### config.mk
export PLATFORM = sky130hd
export DESIGN_NAME = frac_n_pll_register_programmer
export DESIGN_NICKNAME = d
export VERILOG_FILES = /design/src/rtl/fnpll_pkg.sv /design/src/rtl/fnpll_useq.sv /design/src/rtl/fnpll_dpath.sv /design/src/rtl/frac_n_pll_register_programmer.sv
export SDC_FILE = /design/constraint.sdc
export NUM_CORES = 1
export LEC_CHECK = 0
export BUFFER_PORTS_ARGS = -buffer_cell sky130_fd_sc_hd__buf_2
export CORE_MARGIN = 5
export CORE_UTILIZATION = 62
export CTS_CLUSTER_SIZE = 30
export DETAILED_ROUTE_END_ITERATION = 12
export PLACE_DENSITY = 0.81
export SLEW_MARGIN = 10
export SYNTH_ARGS = -nofsm -noshare
export SYNTH_HDL_FRONTEND = slang
export SYNTH_SLANG_ARGS = --single-unit
export TNS_END_PERCENT = 1
### constraint.sdc
create_clock -name i_clk -period 5.1 [get_ports i_clk]
set_input_delay 0.51 -clock i_clk [delete_from_list [all_inputs] [get_ports i_clk]]
set_output_delay 0.51 -clock i_clk [all_outputs]
set_load 0.03 [all_outputs]
### src/rtl/fnpll_pkg.sv
package fnpll_pkg;

    // field widths
    localparam int FREQ_W  = 20;
    localparam int CH_W    = 2;
    localparam int WORD_W  = 32;
    localparam int PAUSE_W = 2;
    localparam int DIVC_W  = 6;
    localparam int NUM_W   = 22;
    localparam int QUOT_W  = 7;
    localparam int NWORDS  = 5;

    localparam int MAX_DIVIDER_STEP_DEF = 18;

    // vco window and divide-by-3072 helpers
    localparam int unsigned VCO_LOW  = 188000;
    localparam int unsigned VCO_HIGH = 376000;
    localparam logic [16:0] RECIP3   = 17'd171;
    localparam logic [NUM_W-1:0] FRAC_SCALE = 22'd1000;

    // fixed register words
    localparam logic [WORD_W-1:0] FRAC_DEN   = 32'h002e_e000;
    localparam logic [WORD_W-1:0] R5_MUXED   = 32'h0010_A805;
    localparam logic [WORD_W-1:0] R5_BYPASS  = 32'h0010_8005;
    localparam logic [WORD_W-1:0] R3_BASE    = 32'h2000_0FE3;
    localparam logic [WORD_W-1:0] R2_WORD    = 32'h0c00_0002 | (FRAC_DEN << 4);
    localparam logic [WORD_W-1:0] R1_BASE    = 32'h7000_2021;
    localparam logic [WORD_W-1:0] R0_BASE    = 32'h4000_0000;
    localparam logic [WORD_W-1:0] INIT_W0    = 32'h0010_8015;
    localparam logic [WORD_W-1:0] INIT_W1    = 32'h021F_E80F;
    localparam logic [WORD_W-1:0] INIT_W2    = 32'h4082_C10D;
    localparam logic [WORD_W-1:0] INIT_W3    = 32'h2100_50CA;
    localparam logic [WORD_W-1:0] INIT_W4    = 32'h03C7_C039;
    localparam logic [WORD_W-1:0] INIT_W5    = 32'h207D_DBF8;
    localparam logic [WORD_W-1:0] INIT_W6    = 32'h0008_2317;
    localparam logic [WORD_W-1:0] INIT_W7    = 32'h0000_04C6;
    localparam logic [WORD_W-1:0] FIX_W9     = 32'h0000_0004;

    // computed word slots
    localparam int SLOT_R5 = 0;
    localparam int SLOT_R3 = 1;
    localparam int SLOT_R2 = 2;
    localparam int SLOT_R1 = 3;
    localparam int SLOT_R0 = 4;

    // pause codes
    localparam logic [PAUSE_W-1:0] PAUSE_NONE   = 2'd0;
    localparam logic [PAUSE_W-1:0] PAUSE_SETTLE = 2'd1;
    localparam logic [PAUSE_W-1:0] PAUSE_LOCK   = 2'd2;

    // microprogram geometry
    localparam int PC_W = 5;
    localparam logic [PC_W-1:0] A_IDLE  = 5'd0;
    localparam logic [PC_W-1:0] A_TEST0 = 5'd1;
    localparam logic [PC_W-1:0] A_DBL   = 5'd2;
    localparam logic [PC_W-1:0] A_LOOP  = 5'd3;
    localparam logic [PC_W-1:0] A_CHECK = 5'd4;
    localparam logic [PC_W-1:0] A_ERR   = 5'd5;
    localparam logic [PC_W-1:0] A_CALCQ = 5'd6;
    localparam logic [PC_W-1:0] A_CALCN = 5'd7;
    localparam logic [PC_W-1:0] A_SAVE  = 5'd8;
    localparam logic [PC_W-1:0] A_EMIT0 = 5'd9;

    typedef enum logic [1:0] {
        ACC_HOLD   = 2'd0,
        ACC_LOAD   = 2'd1,
        ACC_DBL    = 2'd2,
        ACC_SEARCH = 2'd3
    } t_acc;

    typedef enum logic [1:0] {
        C_NEXT   = 2'd0,
        C_JUMP   = 2'd1,
        C_IN_WIN = 2'd2,
        C_SEARCH = 2'd3
    } t_cond;

    typedef enum logic [3:0] {
        WS_ZERO  = 4'd0,
        WS_INIT0 = 4'd1,
        WS_INIT1 = 4'd2,
        WS_INIT2 = 4'd3,
        WS_INIT3 = 4'd4,
        WS_INIT4 = 4'd5,
        WS_INIT5 = 4'd6,
        WS_INIT6 = 4'd7,
        WS_INIT7 = 4'd8,
        WS_R5    = 4'd9,
        WS_FIX9  = 4'd10,
        WS_R3    = 4'd11,
        WS_R2    = 4'd12,
        WS_R1    = 4'd13,
        WS_R0    = 4'd14
    } t_wsel;

    // one control word
    typedef struct packed {
        logic                wait_in;
        logic                wait_out;
        t_acc                acc;
        logic                calc_q;
        logic                calc_num;
        logic                save;
        logic                emit;
        t_wsel               wsel;
        logic [PAUSE_W-1:0]  pause;
        logic                err;
        logic                last;
        t_cond               cond;
        logic [PC_W-1:0]     target;
    } t_uop;

    // sequencer to datapath
    typedef struct packed {
        t_acc                acc;
        logic                calc_q;
        logic                calc_num;
        logic                save;
        logic                emit;
        t_wsel               wsel;
        logic [PAUSE_W-1:0]  pause;
        logic                err;
        logic                last;
    } t_dp_ctl;

    // datapath to sequencer
    typedef struct packed {
        logic in_win;
        logic step_max;
        logic out_free;
    } t_dp_sts;

    function automatic t_uop mk_emit(input t_wsel wsel, input logic [PAUSE_W-1:0] pause,
                                     input logic last);
        t_uop u;
        u          = '0;
        u.wait_out = 1'b1;
        u.emit     = 1'b1;
        u.wsel     = wsel;
        u.pause    = pause;
        u.last     = last;
        u.cond     = C_NEXT;
        if (last) begin
            u.cond = C_JUMP;
        end
        u.target   = A_IDLE;
        return u;
    endfunction

    // microprogram rom
    function automatic t_uop uop_rom(input logic [PC_W-1:0] pc);
        t_uop u;
        u = '0;
        unique case (pc)
            A_IDLE: begin
                u.wait_in = 1'b1;
                u.acc     = ACC_LOAD;
            end
            A_TEST0: begin
                u.cond   = C_IN_WIN;
                u.target = A_CALCQ;
            end
            A_DBL: begin
                u.acc = ACC_DBL;
            end
            A_LOOP: begin
                u.acc    = ACC_SEARCH;
                u.cond   = C_SEARCH;
                u.target = A_LOOP;
            end
            A_CHECK: begin
                u.cond   = C_IN_WIN;
                u.target = A_CALCQ;
            end
            A_ERR: begin
                u          = mk_emit(WS_ZERO, PAUSE_NONE, 1'b1);
                u.err      = 1'b1;
            end
            A_CALCQ: u.calc_q   = 1'b1;
            A_CALCN: u.calc_num = 1'b1;
            A_SAVE:  u.save     = 1'b1;
            A_EMIT0:         u = mk_emit(WS_INIT0, PAUSE_SETTLE, 1'b0);
            A_EMIT0 + 5'd1:  u = mk_emit(WS_INIT1, PAUSE_NONE, 1'b0);
            A_EMIT0 + 5'd2:  u = mk_emit(WS_INIT2, PAUSE_NONE, 1'b0);
            A_EMIT0 + 5'd3:  u = mk_emit(WS_INIT3, PAUSE_NONE, 1'b0);
            A_EMIT0 + 5'd4:  u = mk_emit(WS_INIT4, PAUSE_NONE, 1'b0);
            A_EMIT0 + 5'd5:  u = mk_emit(WS_INIT5, PAUSE_NONE, 1'b0);
            A_EMIT0 + 5'd6:  u = mk_emit(WS_INIT6, PAUSE_NONE, 1'b0);
            A_EMIT0 + 5'd7:  u = mk_emit(WS_INIT7, PAUSE_NONE, 1'b0);
            A_EMIT0 + 5'd8:  u = mk_emit(WS_R5, PAUSE_NONE, 1'b0);
            A_EMIT0 + 5'd9:  u = mk_emit(WS_FIX9, PAUSE_NONE, 1'b0);
            A_EMIT0 + 5'd10: u = mk_emit(WS_R3, PAUSE_NONE, 1'b0);
            A_EMIT0 + 5'd11: u = mk_emit(WS_R2, PAUSE_NONE, 1'b0);
            A_EMIT0 + 5'd12: u = mk_emit(WS_R1, PAUSE_NONE, 1'b0);
            A_EMIT0 + 5'd13: u = mk_emit(WS_R0, PAUSE_LOCK, 1'b0);
            A_EMIT0 + 5'd14: u = mk_emit(WS_R0, PAUSE_NONE, 1'b1);
            default: begin
                u.cond   = C_JUMP;
                u.target = A_IDLE;
            end
        endcase
        return u;
    endfunction

endpackage

### src/rtl/fnpll_useq.sv
module fnpll_useq (
    input  logic                i_clk,
    input  logic                i_rst_n,
    input  logic                i_in_valid,
    output logic                o_in_stall,
    input  fnpll_pkg::t_dp_sts  i_sts,
    output fnpll_pkg::t_dp_ctl  o_ctl
);

    logic [fnpll_pkg::PC_W-1:0] r_pc;
    logic [fnpll_pkg::PC_W-1:0] n_pc;
    fnpll_pkg::t_uop            uop;
    logic                       hold;

    // fetch the control word
    assign uop  = fnpll_pkg::uop_rom(r_pc);
    assign hold = (uop.wait_in && !i_in_valid) || (uop.wait_out && !i_sts.out_free);

    // no input transaction while in reset
    assign o_in_stall = !uop.wait_in || !i_rst_n;

    // gate datapath actions while waiting
    always_comb begin
        if (hold) begin
            o_ctl.acc = fnpll_pkg::ACC_HOLD;
        end else begin
            o_ctl.acc = uop.acc;
        end
        o_ctl.calc_q   = uop.calc_q && !hold;
        o_ctl.calc_num = uop.calc_num && !hold;
        o_ctl.save     = uop.save && !hold;
        o_ctl.emit     = uop.emit && !hold;
        o_ctl.wsel     = uop.wsel;
        o_ctl.pause    = uop.pause;
        o_ctl.err      = uop.err;
        o_ctl.last     = uop.last;
    end

    // next step
    always_comb begin
        n_pc = r_pc + fnpll_pkg::PC_W'(1);
        if (hold) begin
            n_pc = r_pc;
        end else begin
            unique case (uop.cond)
                fnpll_pkg::C_NEXT:   n_pc = r_pc + fnpll_pkg::PC_W'(1);
                fnpll_pkg::C_JUMP:   n_pc = uop.target;
                fnpll_pkg::C_IN_WIN: begin
                    if (i_sts.in_win) n_pc = uop.target;
                end
                fnpll_pkg::C_SEARCH: begin
                    if (!i_sts.in_win && !i_sts.step_max) n_pc = uop.target;
                end
                default: n_pc = fnpll_pkg::A_IDLE;
            endcase
        end
    end

    always_ff @(posedge i_clk) begin
        if (!i_rst_n) begin
            r_pc <= fnpll_pkg::A_IDLE;
        end else begin
            r_pc <= n_pc;
        end
    end

endmodule

### src/rtl/fnpll_dpath.sv
module fnpll_dpath #(
    parameter int MAX_DIVIDER_STEP = fnpll_pkg::MAX_DIVIDER_STEP_DEF
) (
    input  logic                          i_clk,
    input  logic                          i_rst_n,
    input  fnpll_pkg::t_dp_ctl            i_ctl,
    output fnpll_pkg::t_dp_sts            o_sts,
    input  logic [fnpll_pkg::FREQ_W-1:0]  i_freq_units,
    input  logic [fnpll_pkg::CH_W-1:0]    i_channel,
    input  logic                          i_out_stall,
    output logic                          o_out_valid,
    output logic [fnpll_pkg::WORD_W-1:0]  o_spi_word,
    output logic [fnpll_pkg::CH_W-1:0]    o_select_channel,
    output logic [fnpll_pkg::PAUSE_W-1:0] o_pause_after,
    output logic                          o_range_error,
    output logic                          o_last_word
);

    localparam int STEP_W = (MAX_DIVIDER_STEP < 2) ? 1 : $clog2(MAX_DIVIDER_STEP + 1);
    localparam int VCO_W  = fnpll_pkg::FREQ_W + $clog2(2 * MAX_DIVIDER_STEP + 3);

    logic [fnpll_pkg::FREQ_W-1:0] r_freq;
    logic [fnpll_pkg::CH_W-1:0]   r_chan;
    logic [VCO_W-1:0]             r_vco;
    logic [STEP_W-1:0]            r_step;
    logic                         r_muxed;
    logic [fnpll_pkg::QUOT_W-1:0] r_quot;
    logic [fnpll_pkg::NUM_W-1:0]  r_num;
    logic [fnpll_pkg::WORD_W-1:0] r_words [fnpll_pkg::NWORDS];

    logic                         r_out_valid;
    logic [fnpll_pkg::WORD_W-1:0] r_spi_word;
    logic [fnpll_pkg::CH_W-1:0]   r_sel;
    logic [fnpll_pkg::PAUSE_W-1:0] r_pause;
    logic                         r_err;
    logic                         r_last;

    logic [VCO_W-1:0]             dbl;
    logic [8:0]                   vco_hi;
    logic [16:0]                  prod;
    logic [8:0]                   three_q;
    logic [8:0]                   diff;
    logic [11:0]                  rem;
    logic [fnpll_pkg::WORD_W-1:0] word;
    logic [fnpll_pkg::DIVC_W-1:0] divc;

    // window and loop status
    assign dbl            = VCO_W'({r_freq, 1'b0});
    assign o_sts.in_win   = (r_vco >= VCO_W'(fnpll_pkg::VCO_LOW)) &&
                            (r_vco <= VCO_W'(fnpll_pkg::VCO_HIGH));
    assign o_sts.step_max = (r_step == STEP_W'(MAX_DIVIDER_STEP));
    assign o_sts.out_free = !r_out_valid || !i_out_stall;

    // vco / 3072 as (vco >> 10) / 3 by reciprocal, remainder by subtract
    assign vco_hi  = r_vco[18:10];
    assign prod    = {8'd0, vco_hi} * fnpll_pkg::RECIP3;
    assign three_q = {1'b0, r_quot, 1'b0} + {2'b00, r_quot};
    assign diff    = vco_hi - three_q;
    assign rem     = {diff[1:0], r_vco[9:0]};
    assign divc    = fnpll_pkg::DIVC_W'(r_step);

    // search accumulator
    always_ff @(posedge i_clk) begin
        unique case (i_ctl.acc)
            fnpll_pkg::ACC_HOLD: begin
            end
            fnpll_pkg::ACC_LOAD: begin
                r_freq  <= i_freq_units;
                r_chan  <= i_channel;
                r_vco   <= VCO_W'(i_freq_units);
                r_step  <= '0;
                r_muxed <= 1'b0;
            end
            fnpll_pkg::ACC_DBL: begin
                r_vco   <= dbl;
                r_step  <= '0;
                r_muxed <= 1'b1;
            end
            fnpll_pkg::ACC_SEARCH: begin
                if (!o_sts.in_win && !o_sts.step_max) begin
                    r_vco  <= r_vco + dbl;
                    r_step <= r_step + STEP_W'(1);
                end
            end
            default: begin
            end
        endcase
    end

    // integer and fractional parts, then the computed words
    always_ff @(posedge i_clk) begin
        if (i_ctl.calc_q) begin
            r_quot <= prod[15:9];
        end
        if (i_ctl.calc_num) begin
            r_num <= fnpll_pkg::NUM_W'(rem) * fnpll_pkg::FRAC_SCALE;
        end
        if (i_ctl.save) begin
            r_words[fnpll_pkg::SLOT_R5] <= r_muxed ? fnpll_pkg::R5_MUXED : fnpll_pkg::R5_BYPASS;
            r_words[fnpll_pkg::SLOT_R3] <= fnpll_pkg::R3_BASE | {8'd0, divc, 18'd0};
            r_words[fnpll_pkg::SLOT_R2] <= fnpll_pkg::R2_WORD;
            r_words[fnpll_pkg::SLOT_R1] <= fnpll_pkg::R1_BASE | {7'd0, r_num[21:12], 15'd0};
            r_words[fnpll_pkg::SLOT_R0] <= fnpll_pkg::R0_BASE |
                                           {4'd0, 5'd0, r_quot, r_num[11:0], 4'd0};
        end
    end

    // word select
    always_comb begin
        unique case (i_ctl.wsel)
            fnpll_pkg::WS_ZERO:  word = '0;
            fnpll_pkg::WS_INIT0: word = fnpll_pkg::INIT_W0;
            fnpll_pkg::WS_INIT1: word = fnpll_pkg::INIT_W1;
            fnpll_pkg::WS_INIT2: word = fnpll_pkg::INIT_W2;
            fnpll_pkg::WS_INIT3: word = fnpll_pkg::INIT_W3;
            fnpll_pkg::WS_INIT4: word = fnpll_pkg::INIT_W4;
            fnpll_pkg::WS_INIT5: word = fnpll_pkg::INIT_W5;
            fnpll_pkg::WS_INIT6: word = fnpll_pkg::INIT_W6;
            fnpll_pkg::WS_INIT7: word = fnpll_pkg::INIT_W7;
            fnpll_pkg::WS_R5:    word = r_words[fnpll_pkg::SLOT_R5];
            fnpll_pkg::WS_FIX9:  word = fnpll_pkg::FIX_W9;
            fnpll_pkg::WS_R3:    word = r_words[fnpll_pkg::SLOT_R3];
            fnpll_pkg::WS_R2:    word = r_words[fnpll_pkg::SLOT_R2];
            fnpll_pkg::WS_R1:    word = r_words[fnpll_pkg::SLOT_R1];
            fnpll_pkg::WS_R0:    word = r_words[fnpll_pkg::SLOT_R0];
            default:             word = '0;
        endcase
    end

    // output transaction register
    always_ff @(posedge i_clk) begin
        if (!i_rst_n) begin
            r_out_valid <= 1'b0;
        end else if (i_ctl.emit) begin
            r_out_valid <= 1'b1;
        end else if (!i_out_stall) begin
            r_out_valid <= 1'b0;
        end
    end

    always_ff @(posedge i_clk) begin
        if (i_ctl.emit) begin
            r_spi_word <= word;
            r_sel      <= r_chan;
            r_pause    <= i_ctl.pause;
            r_err      <= i_ctl.err;
            r_last     <= i_ctl.last;
        end
    end

    assign o_out_valid      = r_out_valid;
    assign o_spi_word       = r_spi_word;
    assign o_select_channel = r_sel;
    assign o_pause_after    = r_pause;
    assign o_range_error    = r_err;
    assign o_last_word      = r_last;

endmodule

### src/rtl/frac_n_pll_register_programmer.sv
// the input frequency is used as the vco when it is already in the vco window; otherwise
// multiplier 2 * step + 2 is searched for, and the range error word is emitted when
// MAX_DIVIDER_STEP is reached with the vco still outside the window; output stalls hold the sequence
// a new request is taken only in the idle step, after the last word of the previous one,
// so requests do not overlap; the microprogram has a one-step search loop, three calc steps
// and fifteen emit steps
// reset: synchronous active low; clears the microprogram step and the output valid
module frac_n_pll_register_programmer #(
    parameter int MAX_DIVIDER_STEP = fnpll_pkg::MAX_DIVIDER_STEP_DEF
) (
    input  logic                          i_clk,
    input  logic                          i_rst_n,
    input  logic                          i_in_valid,
    output logic                          o_in_stall,
    input  logic [fnpll_pkg::FREQ_W-1:0]  i_freq_units,
    input  logic [fnpll_pkg::CH_W-1:0]    i_channel,
    output logic                          o_out_valid,
    input  logic                          i_out_stall,
    output logic [fnpll_pkg::WORD_W-1:0]  o_spi_word,
    output logic [fnpll_pkg::CH_W-1:0]    o_select_channel,
    output logic [fnpll_pkg::PAUSE_W-1:0] o_pause_after,
    output logic                          o_range_error,
    output logic                          o_last_word
);

    fnpll_pkg::t_dp_ctl ctl;
    fnpll_pkg::t_dp_sts sts;

    // microprogram sequencer
    fnpll_useq u_useq (
        .i_clk      (i_clk),
        .i_rst_n    (i_rst_n),
        .i_in_valid (i_in_valid),
        .o_in_stall (o_in_stall),
        .i_sts      (sts),
        .o_ctl      (ctl)
    );

    // search, divide and word datapath
    fnpll_dpath #(
        .MAX_DIVIDER_STEP (MAX_DIVIDER_STEP)
    ) u_dpath (
        .i_clk            (i_clk),
        .i_rst_n          (i_rst_n),
        .i_ctl            (ctl),
        .o_sts            (sts),
        .i_freq_units     (i_freq_units),
        .i_channel        (i_channel),
        .i_out_stall      (i_out_stall),
        .o_out_valid      (o_out_valid),
        .o_spi_word       (o_spi_word),
        .o_select_channel (o_select_channel),
        .o_pause_after    (o_pause_after),
        .o_range_error    (o_range_error),
        .o_last_word      (o_last_word)
    );

endmodule
==> key figures, run 1 <==
Outcome
  • Status: completed

Job
  • Max_cap viols: 0

Timing
  • Fin Setup TNS: 0 ns
  • Final-report hold violation count: 0
  • RSZ-0062 raised after global routing: false
  • Final Cycle Share: 93.78%
  • Tmin final: 4.783 ns
  • Max_slew headroom: 21.88%
  • Clk_skew: 0.009278 ns
  • Fmax: 209.1 MHz
  • Final setup viols: 0
  • Final Slew Violations: 0
  • Slew @ Worst Pin: 1.172 ns

Routing
  • DRT iter0 DRCs: 527
  • Routed via count divided by cell count: 5.936
  • Pre-Repair DR Iteration Count: 9
  • Detailed Route WL: 23190 um
  • DR DRC count: 0
  • Antenna viol nets, final: 0
  • DR vias: 7759
  • Post-DR wirelength/cell: 17.74 um

Critical path
  • Worst path required time: 5.28 ns
  • FF-to-FF setup slack: 0.32 ns
  • Most common cell on crit path: ha_1
  • Slowest cell on the critical path: fa_1
  • CP Max Fanout: 4
  • Crit start category: flip-flop
  • Data arrival, critical path: 4.97 ns
  • R2R Path End: u_dpath.r_num[20]$_DFFE_PP_
  • Critical R2R Launch: u_dpath.r_quot[0]$_DFFE_PP_
  • CP cell instances: ha_1 -> inv_1 -> ha_1 -> xor2_1 -> ha_1 -> inv_1 -> fa_1 -> fa_1 -> inv_1 -> ha_1 -> ha_1 -> nand3_1 -> o31ai_1 -> o21ba_2 -> mux2i_1 -> nand3_1
  • Crit Path Class: reg -> reg
  • Bufs and invs on worst path: 3
  • Max incr delay on CP: 0.56 ns
  • Delay-heaviest family, CP: adder cells
  • R2R cell count: 16
  • Setup crit end kind: flip-flop

Cells and area
  • Final nets: 1286
  • FILL cells: 1186
  • Area Growth Syn to Fin: 11.22%
  • Most common cell after layout, fill and taps aside: edfxtp_1
  • Most frequent cells in the layout: edfxtp_1 (148), ha_1 (138), inv_1 (124)
  • ANT cells: 0
  • Layout cell share with drive strength beyond 1: 12.57%

Floorplan
  • Core region area: 17360 sq um
  • Starting Density: 63.54%
  • Die height: 143.4 um
  • IO Pins: 66
  • Die area: 20560 sq um
  • Row count: 48
  • Die X: 143.4 um

Synthesis
  • Sequential-to-total area share from yosys stat: 41.39%
  • Adder-cell share of the synthesized area: 25.28%
  • Synth Net Count: 1215
  • Cell count after synthesis: 998
  • Library cells used by synthesis: 72
  • Async S/R FF share, synth: 0%
  • Mux cell area share after synthesis: 0.6580%
  • Syn. warnings: 0
  • Yosys reg bits: 154
  • XOR/XNOR share of the synthesized area: 3.653%
  • Synth Cell Area: 11030 sq um
  • Compound-Gate Fraction of Synth Area: 14.47%
  • Largest family of logic cells by synthesized area: adder cells
  • Simple-gate share of the synthesized area: 9.076%
  • EDFF count, synth: 148
  • Avg Inst Size Synth: 11.05 sq um
  • Ys flop type: edfxtp_1

Global routing
  • Antenna violations before repair: 0
  • Grt ovf: 0
  • Gr usage total: 23.21%
  • Largest net degree at the start of global routing: 35
  • First-pass GRT wire length: 37760 um
  • Vias in the first global route: 7598

CTS
  • CTS tree: yes
  • CTS Sinks: 154
  • Cts repair resizes: 0
  • Bufs on Longest Clock Path: 2
  • Clk pin slew, worst setup/hold paths: 0.07 ns
  • Root buffer cell: clkbuf_16
  • # hold bufs at CTS: 0
  • H-tree Lvls: 4
  • Clock Latency Late Sink: 0.44 ns
  • # Post-CTS Setup Buffers: 0
  • Inserted Clock Buffers: 17

Placement
  • Port buffer count: 64
  • Final Wtd Congestion: 0.9747
  • DP Wirelength: 17270 um

Min path
  • Hold endpoint: u_dpath.r_chan[1]$_DFFE_PN_
  • Tightest Hold Check Type: in -> reg
  • Hold Path Cell Cnt: 1
  • Min-delay src: i_channel[1]
-- registers in the layout, summed over array words and instances (netlist names), 2 cells and up --
register                  count
u_dpath.r_step                5
u_dpath.o_select_channel      2
u_dpath.r_words              32
u_dpath.r_chan                2
u_dpath.r_freq               20
u_dpath.r_quot                7
u_dpath.r_vco                26
u_dpath.r_num                19
u_dpath.o_pause_after         2
u_useq.r_pc                   5
u_dpath.o_spi_word           30
-- final cells by class --
type | instances | area [sq um] | share of cell area (%)
flip-flops and latches | 154 | 4564 | 37.21
well taps | 225 | 281.5 | 2.295
multi-input cells | 688 | 5876 | 47.90
repair buffers | 82 | 455.4 | 3.713
clock buffers | 17 | 425.4 | 3.468
inverters | 126 | 473.0 | 3.856
clock inverters | 15 | 190.2 | 1.551
-- Yosys cell counts (3+ instances only) --
cell type,number,area [sq um]
and2_1,8,50.05
a211oi_1,9,67.56
o22ai_1,13,81.33
nand2b_1,11,68.82
clkbuf_1,21,78.83
a31oi_1,12,75.07
o32ai_1,3,26.28
a311oi_1,4,35.03
xor2_1,16,140.1
nand2_1,51,191.4
or2_2,3,18.77
a22oi_1,24,180.2
a21oi_1,46,230.2
inv_1,124,465.5
nor3_1,23,115.1
xnor2_1,30,262.8
nor2b_1,10,62.56
o21ai_0,52,260.3
o31a_1,3,26.28
or3_1,5,31.28
o21ai_1,6,30.03
nand3_1,19,95.09
nor4_1,3,18.77
o211ai_1,5,37.54
fa_1,53,1061
o21ba_2,3,30.03
buf_2,6,30.03
and3_1,11,68.82
o21a_1,7,52.55
mux2i_1,5,50.05
a21o_1,10,75.07
o311ai_1,3,26.28
nor2_1,52,195.2
o31ai_1,7,52.55
dfxtp_1,6,120.1
edfxtp_1,148,4444
a41oi_1,3,26.28
ha_1,138,1727
-- logic make-up after synthesis --
kind of cell	Yosys count
AO/OA/AOI/OAI	236
buffers and inverters	156
adder cells (fa/ha/maj)	191
AND/OR/NAND/NOR	207
other	1
multiplexers	7
flip-flops	154
XOR/XNOR	46
-- worst reg2reg max path: stages, from the launching register on --
cell and delay (ns):
edfxtp_1 0.44, ha_1 0.35, inv_1 0.06, ha_1 0.29
xor2_1 0.37, ha_1 0.31, inv_1 0.07, fa_1 0.43
fa_1 0.56, inv_1 0.05, ha_1 0.29, ha_1 0.35
nand3_1 0.09, o31ai_1 0.33, o21ba_2 0.25, mux2i_1 0.21
nand3_1 0.09
-- metrics by stage --
step | hold WS, ns | setup WS (ns) | cells | util [%] | cell area, sq um
CTS | 0.2417 | 0.2073 | 1307 | 70.62 | 12260
global route | 0.2425 | 0.09037 | 1307 | 70.67 | 12270
finish | 0.2542 | 0.3172 | 1307 | 70.67 | 12270
global placement | 0.4003 | 0.4154 | 1275 | 67.08 | 11640
floorplan | 0.4003 | 0.4217 | 998 | - | 11030
detailed placement | 0.4045 | 0.2227 | 1275 | 67.08 | 11640
-- layer usage --
| layer | up-vias | global-route usage [%] | wire (um) |
|---|---|---|---|
| met5 | - | 0 | 0 |
| met4 | 0 | 7.582 | 479 |
| met3 | 37 | 3.095 | 1296 |
| met2 | 266 | 40.34 | 11650 |
| met1 | 3717 | 30.34 | 9756 |
| li1 | 3739 | - | - |
-- how the worst max path moves through the flow --
| stage | from | endpoint | slack, ns | cells past startpoint |
|---|---|---|---|---|
| 2_1_floorplan | u_dpath.r_vco[10]$_DFFE_PP_ | u_dpath.r_num[19]$_DFFE_PP_ | 0.42 | 15 |
| 3_3_place_gp | u_dpath.r_quot[0]$_DFFE_PP_ | u_dpath.r_num[21]$_DFFE_PP_ | 0.42 | 16 |
| 3_5_place_dp | u_dpath.r_quot[0]$_DFFE_PP_ | u_dpath.r_num[20]$_DFFE_PP_ | 0.22 | 16 |
| 4_1_cts | u_dpath.r_quot[0]$_DFFE_PP_ | u_dpath.r_num[20]$_DFFE_PP_ | 0.21 | 16 |
| 5_1_grt | u_dpath.r_quot[0]$_DFFE_PP_ | u_dpath.r_num[20]$_DFFE_PP_ | 0.09 | 16 |
| 6_report | u_dpath.r_quot[0]$_DFFE_PP_ | u_dpath.r_num[20]$_DFFE_PP_ | 0.32 | 16 |
Power of run 1 is left out: the tool's default activity adds up to more than one toggle a clock period on the data nets, which glitch-free logic cannot reach.
==> run 2: changes to the inputs <==
--- a/config.mk
+++ b/config.mk
@@ -11,6 +11,7 @@
 export CTS_CLUSTER_SIZE = 30
 export DETAILED_ROUTE_END_ITERATION = 12
 export PLACE_DENSITY = 0.81
+export REMOVE_ABC_BUFFERS = 1
 export SLEW_MARGIN = 10
 export SYNTH_ARGS = -nofsm -noshare
 export SYNTH_HDL_FRONTEND = slang
==> run 2 against run 1 <==
Non-clock buffer count decreased by 1; highest routed layer unchanged; first-iteration DRC count shrank 0.38%; die area is the same; critical path type unchanged.
==> key figures, run 2 (synthesis gave the netlist of run 1 again) <==
Outcome
  • Status: completed

Floorplan
  • Starting Density: 63.54%
  • Core region area: 17360 sq um
  • Row count: 48
  • IO Pins: 66
  • Die X: 143.4 um
  • Die height: 143.4 um
  • Die area: 20560 sq um

Routing
  • DR DRC count: 0
  • Routed via count divided by cell count: 5.890
  • Detailed Route WL: 22700 um
  • Antenna viol nets, final: 0
  • DRT iter0 DRCs: 525
  • Post-DR wirelength/cell: 17.38 um
  • Pre-Repair DR Iteration Count: 5
  • DR vias: 7692

Placement
  • DP Area: 11630 sq um
  • Port buffer count: 64
  • Final Wtd Congestion: 0.9273
  • DP Wirelength: 16920 um

Critical path
  • Worst path required time: 5.28 ns
  • Max incr delay on CP: 0.56 ns
  • Crit Path Class: reg -> reg
  • Crit start category: flip-flop
  • CP cell instances: inv_1 -> fa_1 -> fa_1 -> inv_1 -> fa_1 -> inv_1 -> fa_1 -> inv_1 -> ha_1 -> and3_1 -> o311ai_1 -> nand3_1 -> o311ai_0 -> buf_4 -> o311ai_1 -> xnor2_1
  • Critical R2R Launch: u_dpath.r_vco[7]$_DFFE_PP_
  • CP startpoint: u_dpath.r_vco[7]$_DFFE_PP_
  • CP Max Fanout: 7
  • Setup crit end kind: flip-flop
  • Data arrival, critical path: 4.89 ns
  • Slowest cell on the critical path: fa_1

Global routing
  • First-pass GRT wire length: 37830 um
  • Grt ovf: 0
  • Gr usage total: 23.16%
  • Antenna violations before repair: 0
  • Vias in the first global route: 7603
  • Largest net degree at the start of global routing: 35

Timing
  • Slew @ Worst Pin: 1.074 ns
  • Fin Setup TNS: 0 ns
  • Final Slew Violations: 0
  • RSZ-0062 raised after global routing: false
  • Final-report hold violation count: 0
  • Max_slew headroom: 28.41%
  • Final setup viols: 0
  • Fmax: 212.2 MHz
  • Tmin final: 4.713 ns
  • Final Cycle Share: 92.41%
  • Clk_skew: 0.009509 ns

CTS
  • Clock Latency Late Sink: 0.43 ns
  • H-tree Lvls: 4
  • Root buffer cell: clkbuf_16
  • Clk pin slew, worst setup/hold paths: 0.07 ns
  • # Post-CTS Setup Buffers: 0
  • Inserted Clock Buffers: 17
  • Bufs on Longest Clock Path: 2
  • CTS Sinks: 154
  • CTS tree: yes

Cells and area
  • ANT cells: 0
  • Area Growth Syn to Fin: 11.16%
  • Most frequent cells in the layout: edfxtp_1 (148), ha_1 (138), inv_1 (124)
  • Max reg flops: 32
  • Layout cell share with drive strength beyond 1: 12.49%
  • Reg with most FFs: u_dpath.r_words
  • Final nets: 1285
  • Post-route cell area: 12260 sq um
  • Most common cell after layout, fill and taps aside: edfxtp_1

Min path
  • Tightest Hold Check Type: in -> reg
  • Min-delay src: i_channel[1]

Job
  • Max_cap viols: 0
-- run 2: cell count changes in the layout (fill, tap and decap cells not counted) --
cell       before  now
buf_4          18   17
bufinv_16       0    1
clkinv_4        1    0
clkinv_8        5    2
inv_6           1    3
inv_8           6    7
-- run 2: through the flow --
step	utilization [%]	hold WS, ns	setup WS (ns)	std cells
floorplan	-	0.4003	0.05877	968
global placement	67.03	0.4009	0.4349	1274
detailed placement	67.03	0.4045	0.2125	1274
CTS	70.59	0.2426	0.2112	1306
global route	70.63	0.2417	0.1345	1306
finish	70.63	0.2542	0.3870	1306
-- run 2: worst paths after layout --
kind | endpoint | slack [ns] | depth (start not counted)
min reg2reg | u_dpath.r_words[0][112]$_DFFE_PP_ | 0.42 | 0
max | u_dpath.r_num[21]$_DFFE_PP_ | 0.39 | 16
max reg2reg | u_dpath.r_num[21]$_DFFE_PP_ | 0.39 | 16
min | u_dpath.r_chan[1]$_DFFE_PN_ | 0.25 | 1
-- run 2: repair_timing --
item                       in CTS  in global routing
setup endpoints to repair       0                  2
resized for setup               0                  1
hold buffers                    0                  0
-- run 2: area by class of cell --
cell class / count / area, sq um
multi-input cells: 688 / 5876
fillers: 1198 / 5097
flip-flops and latches: 154 / 4564
inverters: 126 / 473.0
repair buffers: 81 / 447.9
clock buffers: 17 / 425.4
well taps: 225 / 281.5
clock inverters: 15 / 191.4
-- run 2: per-layer routing --
| metal | wire (um) | track usage [%] | part of all wire, % |
|---|---|---|---|
| met3 | 1086 | 3.295 | 4.8 |
| met5 | 0 | 0 | 0 |
| met4 | 636 | 9.118 | 2.8 |
| met1 | 9770 | 29.99 | 43 |
| met2 | 11210 | 39.63 | 49 |
-- run 2: critical path, delay by kind of cell (launching register included) --
family	cells	cell delay [ns]
compound gates	3	0.53
xor+xnor	1	0.11
fa+ha+maj	5	2.46
buf+inv	5	0.56
flops	1	0.52
simple gates	2	0.26
Power of run 2 is left out for the same reason.
==> run 3: changes to the inputs <==
--- a/config.mk
+++ b/config.mk
@@ -7,10 +7,11 @@
 export LEC_CHECK = 0
 export BUFFER_PORTS_ARGS = -buffer_cell sky130_fd_sc_hd__buf_2
 export CORE_MARGIN = 5
-export CORE_UTILIZATION = 62
+export CORE_UTILIZATION = 65
+export CTS_BUF_LIST = sky130_fd_sc_hd__clkbuf_8
 export CTS_CLUSTER_SIZE = 30
 export DETAILED_ROUTE_END_ITERATION = 12
-export PLACE_DENSITY = 0.81
+export PLACE_DENSITY = 0.84
 export REMOVE_ABC_BUFFERS = 1
 export SLEW_MARGIN = 10
 export SYNTH_ARGS = -nofsm -noshare
==> constraint.sdc (replaced) <==
create_clock -name i_clk -period 6.1 [get_ports i_clk]
set_input_delay 1.22 -clock i_clk [delete_from_list [all_inputs] [get_ports i_clk]]
set_output_delay 1.22 -clock i_clk [all_outputs]
set_load 0.03 [all_outputs]
==> run 3 against run 2 <==
Sequential cell count unchanged; core utilization rose by 1.1 points; first-iteration DRC count is 23% higher; non-clock buffer count fell by 11; worst hold slack better by 0.17 ns; worst setup slack gained 0.32 ns; routed wire length fell by 2.6%; register-to-register slack better by 0.32 ns; die area down 4.3%; critical path depth fell by 1; global-route usage rose by 0.062 points; via count up 0.33%; critical path type unchanged; largest cell class unchanged.
==> key figures, run 3 (synthesis gave the netlist of run 1 again) <==
Floorplan
  • Die height: 140.3 um
  • Row count: 47
  • Core region area: 16640 sq um
  • Starting Density: 66.27%
  • Die area: 19670 sq um
  • Die X: 140.3 um
  • IO Pins: 66

Placement
  • DP Wirelength: 16530 um
  • Final Wtd Congestion: 0.9243
  • Port buffer count: 64

Routing
  • DRT iter0 DRCs: 644
  • Post-DR wirelength/cell: 17.15 um
  • Pre-Repair DR Iteration Count: 5
  • Detailed Route WL: 22120 um
  • Antenna viol nets, final: 0
  • DR vias: 7717
  • DR DRC count: 0
  • Routed via count divided by cell count: 5.982

Critical path
  • CP Max Fanout: 7
  • Setup crit end kind: flip-flop
  • Crit start category: flip-flop
  • Max incr delay on CP: 0.74 ns
  • Most common cell on crit path: ha_1
  • Worst path required time: 6.32 ns
  • Slowest cell on the critical path: o311ai_0
  • CP cell instances: inv_1 -> ha_1 -> inv_1 -> ha_1 -> xor2_1 -> ha_1 -> inv_1 -> fa_1 -> fa_1 -> inv_1 -> ha_1 -> ha_1 -> o311ai_0 -> o21ai_0 -> xor2_1
  • Crit Path Class: reg -> reg
  • FF-to-FF setup slack: 0.71 ns
  • Data arrival, critical path: 5.61 ns

Min path
  • Tightest Hold Check Type: reg -> reg

CTS
  • Bufs on Longest Clock Path: 2
  • Inserted Clock Buffers: 17
  • H-tree Lvls: 4
  • CTS Sinks: 154
  • # Post-CTS Setup Buffers: 0
  • # hold bufs at CTS: 0
  • Clock Latency Late Sink: 0.47 ns
  • Clk pin slew, worst setup/hold paths: 0.10 ns
  • Root buffer cell: clkbuf_8
  • CTS tree: yes
  • Cts repair resizes: 0

Cells and area
  • ANT cells: 0
  • Layout cell share with drive strength beyond 1: 11.40%
  • Max reg flops: 32
  • Final nets: 1274
  • Most frequent cells in the layout: edfxtp_1 (148), ha_1 (138), inv_1 (124)
  • Reg with most FFs: u_dpath.r_words
  • Area Growth Syn to Fin: 8.316%
  • Most common cell after layout, fill and taps aside: edfxtp_1

Job
  • Max_cap viols: 0

Timing
  • Final-report hold violation count: 0
  • Final Slew Violations: 0
  • Fin Setup TNS: 0 ns
  • RSZ-0062 raised after global routing: false
  • Slew @ Worst Pin: 1.188 ns
  • Max_slew headroom: 20.73%
  • Clk_skew: 0.01544 ns
  • Fmax: 185.6 MHz
  • Final Cycle Share: 88.34%
  • Final setup viols: 0
  • Hold_ws: 0.4248 ns
  • Tmin final: 5.389 ns

Global routing
  • First-pass GRT wire length: 37290 um
  • Antenna violations before repair: 0
  • Gr usage total: 23.22%
  • Largest net degree at the start of global routing: 37
  • Grt ovf: 0
  • Vias in the first global route: 7732

Outcome
  • Status: completed
## run 3: cell types whose count changed in the layout (fill, tap and decap cells not counted), moves of 2 or more
cell / before / now
buf_4: 17 / 6
clkbuf_8: 0 / 17
clkinv_4: 0 / 2
clkbuf_16: 17 / 0
clkinv_8: 2 / 0
inv_8: 7 / 2
clkinvlp_4: 1 / 4
## run 3: path summary, 6_finish.rpt
kind	startpoint	endpoint	depth (start not counted)
worst max-delay path	u_dpath.r_vco[10]$_DFFE_PP_	u_dpath.r_num[19]$_DFFE_PP_	15
worst min-delay path	u_dpath.r_num[7]$_DFFE_PP_	u_dpath.r_words[0][135]$_DFFE_PP_	0
worst max register to register	u_dpath.r_vco[10]$_DFFE_PP_	u_dpath.r_num[19]$_DFFE_PP_	15
worst min register to register	u_dpath.r_num[7]$_DFFE_PP_	u_dpath.r_words[0][135]$_DFFE_PP_	0
## run 3: through the flow
step	worst slack, ns	util (%)	cell area [sq um]	cells
2_1_floorplan	1.059	-	10900	968
3_3_place_gp	1.116	69.38	11550	1258
3_5_place_dp	0.8506	69.38	11550	1258
4_1_cts	0.8004	71.78	11950	1290
5_1_grt	0.4860	71.78	11950	1290
6_report	0.7111	71.78	11950	1290
## run 3: area by class of cell
| cell class | count | area, sq um |
|---|---|---|
| Inverter | 126 | 473.0 |
| Timing Repair Buffer | 70 | 365.4 |
| Tap cell | 220 | 275.3 |
| Sequential cell | 154 | 4564 |
| Fill cell | 1148 | 4697 |
| Clock buffer | 17 | 234.0 |
| Multi-Input combinational cell | 688 | 5868 |
| Clock inverter | 15 | 165.2 |
## run 3: critical path: cells and delay by family, from the launching register on
kind                       cells  cell delay [ns]
AOI/OAI and AO/OA              2             0.98
xor gates and xnor gates       2             0.82
adders and majority gates      7             2.59
buffers and inverters          4             0.26
DFF                            1             0.48
## run 3: routing by layer
layer / track usage [%] / wire length, um
met4: 7.700 / 462
met5: 0 / 0
met3: 3.817 / 1215
met2: 40.75 / 11150
met1: 29.38 / 9291
Power of run 3 is left out for the same reason.
